File: config.mk
export PLATFORM = sky130hd
export DESIGN_NAME = gregorian_to_jalali_date_unit
export DESIGN_NICKNAME = d
export VERILOG_FILES = /design/src/hdl/gjd_pkg.sv /design/src/hdl/gregorian_to_jalali_date_unit.sv /design/src/hdl/gjd_days.sv /design/src/hdl/gjd_cycle.sv /design/src/hdl/gjd_month.sv
export SDC_FILE = /design/constraint.sdc
export NUM_CORES = 2
export LEC_CHECK = 0
export ABC_AREA = 1
export BUFFER_PORTS_ARGS = -buffer_cell sky130_fd_sc_hd__buf_2
export CAP_MARGIN = 25
export CORE_MARGIN = 8
export CORE_UTILIZATION = 35
export CTS_CLUSTER_DIAMETER = 30
export DETAILED_ROUTE_END_ITERATION = 6
export GPL_TIMING_DRIVEN = 1
export PLACE_DENSITY_LB_ADDON = 0.1
export SKIP_CTS_REPAIR_TIMING = 1
export SLEW_MARGIN = 20
export SYNTH_ARGS = -nofsm -noshare
export SYNTH_HDL_FRONTEND = slang
export SYNTH_SLANG_ARGS = --single-unit
export TNS_END_PERCENT = 10
File: constraint.sdc
create_clock -name clk -period 6.2 [get_ports clk]
set_input_delay 1.55 -clock clk [delete_from_list [all_inputs] [get_ports clk]]
set_output_delay 1.55 -clock clk [all_outputs]
set_load 0.02 [all_outputs]
File: src/hdl/gjd_pkg.sv
`timescale 1ns / 1ps
// Shared constants, types and lookup functions for the Gregorian to Jalali
// date unit. No dependencies.
package gjd_pkg;

  localparam int unsigned DAY_W = 20;

  localparam logic [11:0] YEAR_FLOOR   = 12'd1601;
  localparam logic [11:0] EPOCH_YEAR   = 12'd1600;
  localparam logic [11:0] JALALI_BASE  = 12'd979;
  localparam logic [DAY_W-1:0] EPOCH_OFFSET = 20'd79;

  localparam logic [8:0] YEAR_DAYS      = 9'd365;
  localparam logic [8:0] LEAP_YEAR_DAYS = 9'd366;

  // floor(x / 100) = (x * C100_MUL) >> C100_SHIFT for x < 4096
  localparam logic [12:0] C100_MUL   = 13'd5243;
  localparam int unsigned C100_SHIFT = 19;

  // 33-year cycle split, exact for 20-bit counts
  localparam logic [13:0] CYCLE_DAYS  = 14'd12053;
  localparam logic [20:0] CYCLE_MUL   = 21'd1425361;
  localparam int unsigned CYCLE_SHIFT = 34;

  // 4-year group split, exact for 14-bit counts
  localparam logic [10:0] GROUP_DAYS  = 11'd1461;
  localparam logic [14:0] GROUP_MUL   = 15'd22967;
  localparam int unsigned GROUP_SHIFT = 25;

  typedef struct packed {
    logic [11:0] year;
    logic [8:0]  doy;
  } ydoy_t;

  // Days of a common Gregorian year before each month; index 12 is the full year.
  function automatic logic [8:0] greg_before(input logic [3:0] mi);
    logic [8:0] d;
    case (mi)
      4'd0:    d = 9'd0;
      4'd1:    d = 9'd31;
      4'd2:    d = 9'd59;
      4'd3:    d = 9'd90;
      4'd4:    d = 9'd120;
      4'd5:    d = 9'd151;
      4'd6:    d = 9'd181;
      4'd7:    d = 9'd212;
      4'd8:    d = 9'd243;
      4'd9:    d = 9'd273;
      4'd10:   d = 9'd304;
      4'd11:   d = 9'd334;
      default: d = 9'd365;
    endcase
    return d;
  endfunction

  // Day of the Jalali year on which each month (0 = Farvardin) starts.
  function automatic logic [8:0] jal_start(input logic [3:0] m);
    logic [8:0] d;
    case (m)
      4'd0:    d = 9'd0;
      4'd1:    d = 9'd31;
      4'd2:    d = 9'd62;
      4'd3:    d = 9'd93;
      4'd4:    d = 9'd124;
      4'd5:    d = 9'd155;
      4'd6:    d = 9'd186;
      4'd7:    d = 9'd216;
      4'd8:    d = 9'd246;
      4'd9:    d = 9'd276;
      4'd10:   d = 9'd306;
      default: d = 9'd336;
    endcase
    return d;
  endfunction

endpackage

File: src/hdl/gregorian_to_jalali_date_unit.sv
`timescale 1ns / 1ps
// Gregorian to Jalali date converter, top level.
// Depends on gjd_pkg, gjd_days, gjd_cycle and gjd_month.
//
// Usage:
//   Input channel: in_valid/in_ready with greg_year, greg_month, greg_day.
//   Output channel: out_valid/out_ready with jalali_year, jalali_month,
//   jalali_day. One result per input transfer, in input order.
//   Pipeline: an input transfer reaches out_valid through nine
//   register stages: three for the day count, five for the cycle, group
//   and year split (each reciprocal multiply is followed by a register
//   before its remainder multiply), one for the month lookup and output.
//   Throughput: one date per cycle while out_ready stays high.
//   Stall: when out_ready is low, the output holds and stages upstream
//   keep filling until full; in_ready drops only when every stage holds a
//   date. Empty stages are squeezed out, so bubbles cost no throughput.
//   Reset: rst (synchronous) clears all stage valid bits; nothing is lost
//   but dates in flight. Inputs are not range checked: years below 1601
//   are taken as 1601, out-of-range months and days follow the day count.
module gregorian_to_jalali_date_unit (
  input  logic        clk,
  input  logic        rst,
  input  logic        in_valid,
  output logic        in_ready,
  input  logic [11:0] greg_year,
  input  logic [3:0]  greg_month,
  input  logic [4:0]  greg_day,
  output logic        out_valid,
  input  logic        out_ready,
  output logic [11:0] jalali_year,
  output logic [3:0]  jalali_month,
  output logic [4:0]  jalali_day
);
  import gjd_pkg::*;

  logic             days_valid, days_ready;
  logic [DAY_W-1:0] days_count;
  logic             cyc_valid, cyc_ready;
  ydoy_t            cyc_result;

  gjd_days u_days (
    .clk       (clk),
    .rst       (rst),
    .in_valid  (in_valid),
    .in_ready  (in_ready),
    .year      (greg_year),
    .month     (greg_month),
    .day       (greg_day),
    .out_valid (days_valid),
    .out_ready (days_ready),
    .count     (days_count)
  );

  gjd_cycle u_cycle (
    .clk       (clk),
    .rst       (rst),
    .in_valid  (days_valid),
    .in_ready  (days_ready),
    .count     (days_count),
    .out_valid (cyc_valid),
    .out_ready (cyc_ready),
    .result    (cyc_result)
  );

  gjd_month u_month (
    .clk       (clk),
    .rst       (rst),
    .in_valid  (cyc_valid),
    .in_ready  (cyc_ready),
    .ydoy      (cyc_result),
    .out_valid (out_valid),
    .out_ready (out_ready),
    .year      (jalali_year),
    .month     (jalali_month),
    .day       (jalali_day)
  );

`ifndef NO_ASSERTIONS
  a_no_valid_after_reset: assert property (@(posedge clk) rst |=> !out_valid)
    else $error("out_valid set right after reset");

  a_month_range: assert property (@(posedge clk) disable iff (rst)
    out_valid |-> (jalali_month >= 4'd1) && (jalali_month <= 4'd12))
    else $error("jalali_month out of range");

  a_day_range: assert property (@(posedge clk) disable iff (rst)
    out_valid |-> (jalali_day >= 5'd1)
                  && ((jalali_month <= 4'd6) || (jalali_day <= 5'd30)))
    else $error("jalali_day out of range for its month");

  a_year_floor: assert property (@(posedge clk) disable iff (rst)
    out_valid |-> (jalali_year >= JALALI_BASE))
    else $error("jalali_year below base year");
`endif

endmodule

File: src/hdl/gjd_days.sv
`timescale 1ns / 1ps
// Day count since the calendar epoch from a Gregorian date, three stages.
// Depends on gjd_pkg.
module gjd_days (
  input  logic                        clk,
  input  logic                        rst,
  input  logic                        in_valid,
  output logic                        in_ready,
  input  logic [11:0]                 year,
  input  logic [3:0]                  month,
  input  logic [4:0]                  day,
  output logic                        out_valid,
  input  logic                        out_ready,
  output logic [gjd_pkg::DAY_W-1:0]   count
);
  import gjd_pkg::*;

  logic va, vb, vc;
  logic en_a, en_b, en_c;

  logic [11:0] gy;
  logic [3:0]  mi;
  logic [4:0]  dy;
  logic        late;

  logic [DAY_W-1:0] base, base_next;
  logic [4:0]       c100, c100_next;
  logic [23:0]      c100_prod;
  logic [11:0]      gyb;
  logic             late_b;

  logic             cent, leap;
  logic [4:0]       c400;
  logic [DAY_W-1:0] count_next;

  assign en_c     = !vc || out_ready;
  assign en_b     = !vb || en_c;
  assign en_a     = !va || en_b;
  assign in_ready = en_a;
  assign out_valid = vc;

  always_ff @(posedge clk) begin
    if (rst) begin
      va <= 1'b0;
      vb <= 1'b0;
      vc <= 1'b0;
    end else begin
      if (en_a) va <= in_valid;
      if (en_b) vb <= va;
      if (en_c) vc <= vb;
    end
  end

  // stage A: clamp and normalize
  always_ff @(posedge clk) begin
    if (en_a) begin
      gy   <= (year < YEAR_FLOOR) ? 12'd1 : year - EPOCH_YEAR;
      mi   <= (month == 4'd0) ? 4'd0 : ((month > 4'd12) ? 4'd12 : month - 4'd1);
      dy   <= day;
      late <= month > 4'd2;
    end
  end

  // stage B: linear terms and century count
  assign base_next = DAY_W'(gy) * DAY_W'(YEAR_DAYS)
                   + DAY_W'((gy + 12'd3) >> 2)
                   + DAY_W'(greg_before(mi))
                   + DAY_W'(dy);
  assign c100_prod = 24'(gy + 12'd99) * 24'(C100_MUL);
  assign c100_next = c100_prod[C100_SHIFT +: 5];

  always_ff @(posedge clk) begin
    if (en_b) begin
      base   <= base_next;
      c100   <= c100_next;
      gyb    <= gy;
      late_b <= late;
    end
  end

  // stage C: century corrections, leap day, epoch offset
  assign cent = (12'(c100) * 12'd100) == gyb;
  assign leap = late_b && (gyb[1:0] == 2'b00) && (!cent || (c100[1:0] == 2'b00));
  assign c400 = (c100 + 5'd3) >> 2;
  assign count_next = base - DAY_W'(c100) + DAY_W'(c400) + DAY_W'(leap)
                    - EPOCH_OFFSET - DAY_W'(1);

  always_ff @(posedge clk) begin
    if (en_c) count <= count_next;
  end

endmodule

File: src/hdl/gjd_cycle.sv
`timescale 1ns / 1ps
// Splits the day count into 33-year cycles, 4-year groups and years,
// five stages. Depends on gjd_pkg.
module gjd_cycle (
  input  logic                        clk,
  input  logic                        rst,
  input  logic                        in_valid,
  output logic                        in_ready,
  input  logic [gjd_pkg::DAY_W-1:0]   count,
  output logic                        out_valid,
  input  logic                        out_ready,
  output gjd_pkg::ydoy_t              result
);
  import gjd_pkg::*;

  logic vd, ve, vf, vg, vh;
  logic en_d, en_e, en_f, en_g, en_h;

  logic [40:0]      prod33;
  logic [6:0]       q33_d;
  logic [DAY_W-1:0] cnt_d;

  logic [13:0] r33_e, r33_next;
  logic [11:0] y33_e, y33_next;

  logic [28:0] prod4;
  logic [3:0]  q4_f;
  logic [13:0] r33_f;
  logic [11:0] y33_f;

  logic [10:0] r4_g, r4_next;
  logic [11:0] y4_g, y4_next;

  logic [10:0] t;
  logic [1:0]  k;
  logic [10:0] doy_wide;
  ydoy_t       result_next;

  assign en_h      = !vh || out_ready;
  assign en_g      = !vg || en_h;
  assign en_f      = !vf || en_g;
  assign en_e      = !ve || en_f;
  assign en_d      = !vd || en_e;
  assign in_ready  = en_d;
  assign out_valid = vh;

  always_ff @(posedge clk) begin
    if (rst) begin
      vd <= 1'b0;
      ve <= 1'b0;
      vf <= 1'b0;
      vg <= 1'b0;
      vh <= 1'b0;
    end else begin
      if (en_d) vd <= in_valid;
      if (en_e) ve <= vd;
      if (en_f) vf <= ve;
      if (en_g) vg <= vf;
      if (en_h) vh <= vg;
    end
  end

  // stage D: cycle quotient by reciprocal
  assign prod33 = 41'(count) * 41'(CYCLE_MUL);

  always_ff @(posedge clk) begin
    if (en_d) begin
      q33_d <= prod33[CYCLE_SHIFT +: 7];
      cnt_d <= count;
    end
  end

  // stage E: cycle remainder and base year
  assign r33_next = 14'(cnt_d - DAY_W'(q33_d) * DAY_W'(CYCLE_DAYS));
  assign y33_next = JALALI_BASE + 12'(q33_d) * 12'd33;

  always_ff @(posedge clk) begin
    if (en_e) begin
      r33_e <= r33_next;
      y33_e <= y33_next;
    end
  end

  // stage F: group quotient by reciprocal
  assign prod4 = 29'(r33_e) * 29'(GROUP_MUL);

  always_ff @(posedge clk) begin
    if (en_f) begin
      q4_f  <= prod4[GROUP_SHIFT +: 4];
      r33_f <= r33_e;
      y33_f <= y33_e;
    end
  end

  // stage G: group remainder
  assign r4_next = 11'(r33_f - 14'(q4_f) * 14'(GROUP_DAYS));
  assign y4_next = y33_f + 12'({q4_f, 2'b00});

  always_ff @(posedge clk) begin
    if (en_g) begin
      r4_g <= r4_next;
      y4_g <= y4_next;
    end
  end

  // stage H: year within group; first year of a group is the long one
  assign t = r4_g - 11'd1;

  always_comb begin
    if (r4_g < 11'(LEAP_YEAR_DAYS)) begin
      k = 2'd0;
    end else if (t >= 11'(YEAR_DAYS) * 11'd3) begin
      k = 2'd3;
    end else if (t >= 11'(YEAR_DAYS) * 11'd2) begin
      k = 2'd2;
    end else begin
      k = 2'd1;
    end
  end

  assign doy_wide = (k == 2'd0) ? r4_g : t - 11'(k) * 11'(YEAR_DAYS);
  assign result_next.year = y4_g + 12'(k);
  assign result_next.doy  = doy_wide[8:0];

  always_ff @(posedge clk) begin
    if (en_h) result <= result_next;
  end

endmodule

File: src/hdl/gjd_month.sv
`timescale 1ns / 1ps
// Jalali month and day from the day of the year, output register stage.
// Depends on gjd_pkg.
module gjd_month (
  input  logic           clk,
  input  logic           rst,
  input  logic           in_valid,
  output logic           in_ready,
  input  gjd_pkg::ydoy_t ydoy,
  output logic           out_valid,
  input  logic           out_ready,
  output logic [11:0]    year,
  output logic [3:0]     month,
  output logic [4:0]     day
);
  import gjd_pkg::*;

  logic       vi, en_i;
  logic [3:0] idx;
  logic [8:0] rem;

  assign en_i      = !vi || out_ready;
  assign in_ready  = en_i;
  assign out_valid = vi;

  always_comb begin
    idx = 4'd0;
    for (int i = 1; i < 12; i++) begin
      if (ydoy.doy >= jal_start(4'(i))) idx = 4'(i);
    end
  end

  assign rem = ydoy.doy - jal_start(idx);

  always_ff @(posedge clk) begin
    if (rst) begin
      vi <= 1'b0;
    end else if (en_i) begin
      vi <= in_valid;
    end
  end

  always_ff @(posedge clk) begin
    if (en_i) begin
      year  <= ydoy.year;
      month <= idx + 4'd1;
      day   <= rem[4:0] + 5'd1;
    end
  end

endmodule

Yosys cells after proc, flatten, opt, wreduce, memory -nomap -nowiden
Memories as Yosys holds them, arrays and structs flattened.
Cells that the tools add are included.

cells by class
  shift-type cells = 0
  reduce and logical (&&, ||, !) cells = 27
  $mul = 9
  add/sub/neg operators = 23
  order comparisons = 17
  muxes and demuxes = 16
  equal/unequal tests = 1
  divide/modulo/power cells = 0
  bitwise gates (word level) = 0

operators by type and width
  kind                                                               count
  multiplier 20 x 21 -> 41 bit, second input constant                1
  greater-or-equal comparator 9 x 8 -> 1 bit, second input constant  4
  multiplier 14 x 15 -> 29 bit, second input constant                1
  greater-or-equal comparator 9 bit, second input constant           3
  multiplier 24 x 13 -> 24 bit, second input constant                1
  adder 20 x 1 -> 20 bit                                             1
  adder 20 x 18 -> 20 bit                                            1
  adder 20 x 3 -> 20 bit                                             1
  adder 20 x 5 -> 20 bit                                             1
  adder 20 x 9 -> 20 bit                                             1
  multiplier 12 x 9 -> 20 bit, second input constant                 1
  two-way mux 4 bit                                                  5
  subtractor 20 x 1 -> 20 bit, second input constant                 1
  subtractor 20 x 5 -> 20 bit                                        1
  subtractor 20 x 7 -> 20 bit, second input constant                 1
  greater-or-equal comparator 9 x 7 -> 1 bit, second input constant  2
  multiplier 7 x 14 -> 14 bit, second input constant                 1
  subtractor 14 bit                                                  1
  adder 12 x 2 -> 13 bit, second input constant                      1
  adder 12 x 7 -> 13 bit, second input constant                      1
  adder 10 x 12 -> 12 bit, first input constant                      1
  adder 12 x 2 -> 12 bit                                             1
  adder 12 x 6 -> 12 bit                                             1
  == test 12 bit                                                     1
  other kinds (31)                                                   59

storage, ports and cells
  memory bits (read-only) = 288
  output and inout bits = 23
  RAM bits = 0
  flip-flop bits (word level) = 228
  latch bits = 0
  memories = 2
  bits of input ports = 25
  logic and storage cells = 128

memories
  memory           words  width  rd ports  clocked after Yosys merged registers in  wr ports  RTL line       source
  (no name shown)  16     9      1         0                                        0         gjd_pkg.sv:38  case (mi)
  (no name shown)  16     9      1         0                                        0         gjd_pkg.sv:59  case (m)

Logic depth before layout (Yosys ltp)
An unclocked memory read counts as a cell.

  depth in word-level cells = 15
  depth in mapped cells = 30
  mapped depth without buffers = 30

Cells and area by module
A second synthesis with hierarchy kept.

second synthesis, totals
  cells, all modules = 3418
  area, all modules = 32150.8 sq um

by module, submodules not included
  module     sequential area each (sq um)  area an instance (sq um)  cells each  times used
  gjd_cycle  3643.5                        19671.4                   2008        1
  gjd_days   2462.4                        11145.7                   1267        1
  gjd_month  650.6                         1333.8                    143         1

Least setup slack after synthesis
Ideal clock, no wire load.

  kind = register to register
  start = register u_days.count[3] (netlist name)
  end = register u_cycle.q33_d[3] (data pin)
  clock period less this slack = 5724 ps
  required time = 5948 ps
  cell stages (with the launch flop) = 26
  library setup time = 252 ps
  arrival time = 5472 ps
  path buffers = 0
  setup slack = 476 ps
  cells stage by stage = edfxtp_1 -> fa_1 -> inv_1 -> fa_1 -> fa_1 -> inv_1 -> fa_1 -> inv_1 -> fa_1 -> inv_1 -> fa_1 -> inv_1 -> fa_1 -> inv_1 -> ha_1 -> a21o_1 -> nand3_1 -> nand2_1 -> a21oi_1 -> o21ai_0 -> nand2_1 -> nand2_1 -> nand3_1 -> nand2_1 -> nand2_1 -> nand2_1

on the way
  word-level cells in the longest chain between the ends = 1

ends and longest elaborated chain
  item                          RTL line         source
  start, declared               gjd_days.sv:14   output logic [gjd_pkg::DAY_W-1:0] count
  start signal, assigned        gjd_days.sv:89   if (en_c) count <= count_next;
  multiplier 20 x 21 -> 41 bit  gjd_cycle.sv:64  assign prod33 = 41'(count) * 41'(CYCLE_MUL);
  net u_cycle.prod33[37]        gjd_cycle.sv:19  logic [40:0] prod33;
  end signal, assigned          gjd_cycle.sv:68  q33_d <= prod33[CYCLE_SHIFT +: 7];
  end, declared                 gjd_cycle.sv:20  logic [6:0] q33_d;

The timed path passes the listed nets, and every way through them passes these cells.
A chain may end at the register's enable or synchronous reset.

Worst setup path after layout
  start = register u_days.count[8] (netlist name)
  end = register u_cycle.q33_d[6] (data pin)

The elaborated chain is that of the path after synthesis.

==> out/results.txt <==
Maximum number of pins on one net before global-route repair - 39
Proportion of synthesized flip-flops having asynchronous set or reset - 0%
Highest Clock Rate - 169.5 MHz
Netlist area before placement - 0.03145 sq mm
Drt wl/cell - 16.22 um
Worst clock skew on the final layout - 0.03109 ns
Clock sink count - 228
Number of max-slew violations in the final report - 0
Bufs on Longest Clock Path - 3
Rows - 110
Number of H-tree levels - 3
Count of maximum capacitance violations - 0
Arr. time, crit path - 6.19 ns
Effective utilization at floorplan - 35.10%
Port Buf Inserts - 47
DIE AREA - 0.09970 sq mm
Cell Chain, Critical Path - fa_1 -> buf_4 -> fa_1 -> inv_1 -> fa_1 -> inv_1 -> fa_1 -> fa_1 -> fa_1 -> fa_1 -> ha_1 -> nand2_1 -> nor2_2 -> nand4_1 -> nor4_1 -> nand3b_1 -> nand3_1 -> xor2_1
Period minus WS final - 5.898 ns
Peak fanout along the critical path - 3
Initial antenna violation count - 1
Layout cell share with drive strength beyond 1 - 6.860%
Clock tree from TritonCTS - yes
Critical path capture point type - register
Inserted Diodes - 0
Number of nets at the end of the flow - 4,400
Critical Path Slowest Stage Cell - sky130_fd_sc_hd__fa_1
#FFs+latches synth - 228
Cell at the root of the clock tree - sky130_fd_sc_hd__clkbuf_16
Post-synth EDFFs - 219
Via density - 4.627
Synth warnings - 0
Antenna-violating nets left - 0
Final Wtd Congestion - 0.8463
Setup slack after placement - 0.1320 ns
Post-DP Area - 0.03345 sq mm
Post-DP HPWL - 66.02 mm
Die X - 315.8 um
Count of endpoints failing setup in the final report - 0
Kind of start point of the critical path - register
Global-route wire length before repair - 121.9 mm
Total via count after detailed routing - 21,426
Starting DRT DRC Count - 933
Class of the tightest hold or removal check - reg2reg
Mean post-synth cell area - 9.703 sq um
Commonest register cell after synthesis - sky130_fd_sc_hd__edfxtp_1
Pre-Repair DR Iteration Count - 6
Core Region - 0.08960 sq mm
Most frequent cell on the critical path - sky130_fd_sc_hd__fa_1
Cell area after layout - 0.03583 sq mm
Pin slew with the least headroom to its limit - 0.8444 ns
Layout overhead on the synthesized area - 13.93%
Part of the Yosys area used for sequential elements - 21.48%
Count of distinct cell types in the synthesized netlist - 44
All-Layer GR Usage - 15.29%
Worst path setup slack after routing - 0.3015 ns
Crit share post-route - 95.14%
Syn nets - 4,243
Count of fill cells added during filler insertion - 8,864
Run status - complete, no violations
Number of buffers inserted during clock tree synthesis - 71
Required time worst endpoint - 6.49 ns
Total Wirelength - 75.12 mm
Critical path start-end classification - reg2reg
Gr ovfl total - 0
Post-route DRC - 0
Final number of hold-violating endpoints - 0
Hold Worst Slack - 0.4121 ns
Die Height - 315.8 um
Critical Path Max Stage Delay - 0.57 ns
Clock latency on the worst-skew pair - 0.59 ns
Via count of the first global-routing pass - 23,420
Max-slew headroom at the worst pin - 43.65%
Ports - 48
Clock-pin slew reported for the worst setup and hold paths after clock tree synthesis - 0.04 ns
Gate count of the mapped netlist - 3,241
## Yosys cell counts (6+ instances only)
master                     instances  share of area [%]
sky130_fd_sc_hd__a21o_1           24               0.57
sky130_fd_sc_hd__a21oi_1         158                2.5
sky130_fd_sc_hd__a31oi_1          13               0.26
sky130_fd_sc_hd__dfxtp_1           9               0.57
sky130_fd_sc_hd__edfxtp_1        219                 21
sky130_fd_sc_hd__fa_1            388                 25
sky130_fd_sc_hd__ha_1            589                 23
sky130_fd_sc_hd__inv_1           847                 10
sky130_fd_sc_hd__nand2_1         341                4.1
sky130_fd_sc_hd__nand2_2           6               0.12
sky130_fd_sc_hd__nand3_1          73                1.2
sky130_fd_sc_hd__nand3b_1          6               0.14
sky130_fd_sc_hd__nand4_1          25               0.50
sky130_fd_sc_hd__nor2_1          148                1.8
sky130_fd_sc_hd__nor2_2            7               0.14
sky130_fd_sc_hd__nor3_1           26               0.41
sky130_fd_sc_hd__nor4_1            6               0.12
sky130_fd_sc_hd__o211ai_1         13               0.31
sky130_fd_sc_hd__o21a_1            6               0.14
sky130_fd_sc_hd__o21ai_0          89                1.4
sky130_fd_sc_hd__o21bai_1          9               0.21
sky130_fd_sc_hd__o31ai_1           6               0.14
sky130_fd_sc_hd__or2_2             7               0.14
sky130_fd_sc_hd__xnor2_1          63                1.8
sky130_fd_sc_hd__xor2_1          116                3.2
## critical path, delay by kind of cell (launching register included)
family / cells / cell delay, ns
flip-flops: 1 / 0.41
XOR/XNOR: 1 / 0.07
buffers and inverters: 3 / 0.29
AND/OR/NAND/NOR: 6 / 0.96
adder cells (fa/ha/maj): 8 / 3.88
## placed cells by master (no fill, tap or decap), types with 7 or more instances in the layout
master and n:
sky130_fd_sc_hd__o21bai_1 9, sky130_fd_sc_hd__o21ai_0 88, sky130_fd_sc_hd__a31oi_1 13, sky130_fd_sc_hd__nor2_1 147, sky130_fd_sc_hd__bufinv_16 7, sky130_fd_sc_hd__edfxtp_1 219, sky130_fd_sc_hd__dfxtp_1 9, sky130_fd_sc_hd__nand2_1 341
sky130_fd_sc_hd__inv_1 845, sky130_fd_sc_hd__a21oi_1 157, sky130_fd_sc_hd__ha_1 589, sky130_fd_sc_hd__or2_2 7, sky130_fd_sc_hd__a21o_1 24, sky130_fd_sc_hd__clkinv_1 12, sky130_fd_sc_hd__buf_4 42, sky130_fd_sc_hd__clkbuf_1 14
sky130_fd_sc_hd__xor2_1 115, sky130_fd_sc_hd__buf_2 47, sky130_fd_sc_hd__fa_1 387, sky130_fd_sc_hd__inv_2 7, sky130_fd_sc_hd__nor3_1 25, sky130_fd_sc_hd__clkbuf_16 71, sky130_fd_sc_hd__nand4_1 25, sky130_fd_sc_hd__clkinv_2 16
sky130_fd_sc_hd__xnor2_1 63, sky130_fd_sc_hd__o211ai_1 13, sky130_fd_sc_hd__nor2_2 8, sky130_fd_sc_hd__nand3_1 73
## metal layers
layer  vias up  global-route usage, %  part of all wire (%)  routed length [um]
met3        93                  2.555                   3.2                2415
met1     10417                  19.55                    45               33560
met4         0                  3.558                   2.2                1690
met2       274                  26.90                    50               37460
met5         -                      0                     0                   0
li1      10642                      -                     -                   -
## logic make-up (layout without fill, tap and decap cells)
kind of cell / count (synthesis) / in the layout / share of synthesized area (%)
AO/OA/AOI/OAI: 339 / 339 / 6.091
buffers and inverters: 858 / 1072 / 10.25
flip-flops: 228 / 228 / 21.48
adder cells (fa/ha/maj): 977 / 977 / 48.13
AND/OR/NAND/NOR: 657 / 657 / 8.896
XOR/XNOR: 182 / 182 / 5.140
## final timing paths
check	from	to	slack (ns)	cells after the start
worst max register to register	u_days.count[8]	u_cycle.q33_d[6]	0.30	18
worst min register to register	u_cycle.y33_e[5]	u_cycle.y33_f[5]	0.41	0
worst max-delay path	u_days.count[8]	u_cycle.q33_d[6]	0.30	18
worst min-delay path	u_cycle.y33_e[5]	u_cycle.y33_f[5]	0.41	0
## state kept, by name, indices dropped and copies added (netlist names), 14 cells and up
register	cells
u_days.count	20
u_cycle.result	21
u_days.base	20
u_cycle.r33_e	14
u_cycle.cnt_d	14
## metrics by stage
step                instances   TNS, ns  utilization (%)
CTS                      4630         0            39.94
finish                   4631         0            39.99
detailed placement       4500         0            37.33
floorplan                3241         0                -
global route             4631  -0.07167            39.99
global placement         4499         0            37.32
## layout make-up
cell class	instances	area (sq um)	share of cell area, %
inverters	852	3198	8.926
flip-flops and latches	228	6756	18.86
repair buffers	90	565.5	1.578
clock inverters	45	509.2	1.421
clock buffers	85	1829	5.105
well taps	1176	1471	4.107
multi-input cells	2155	21500	60.00
Power is not shown: default switching activity piles up to over one toggle a cycle in this logic, so the estimate is an artifact.
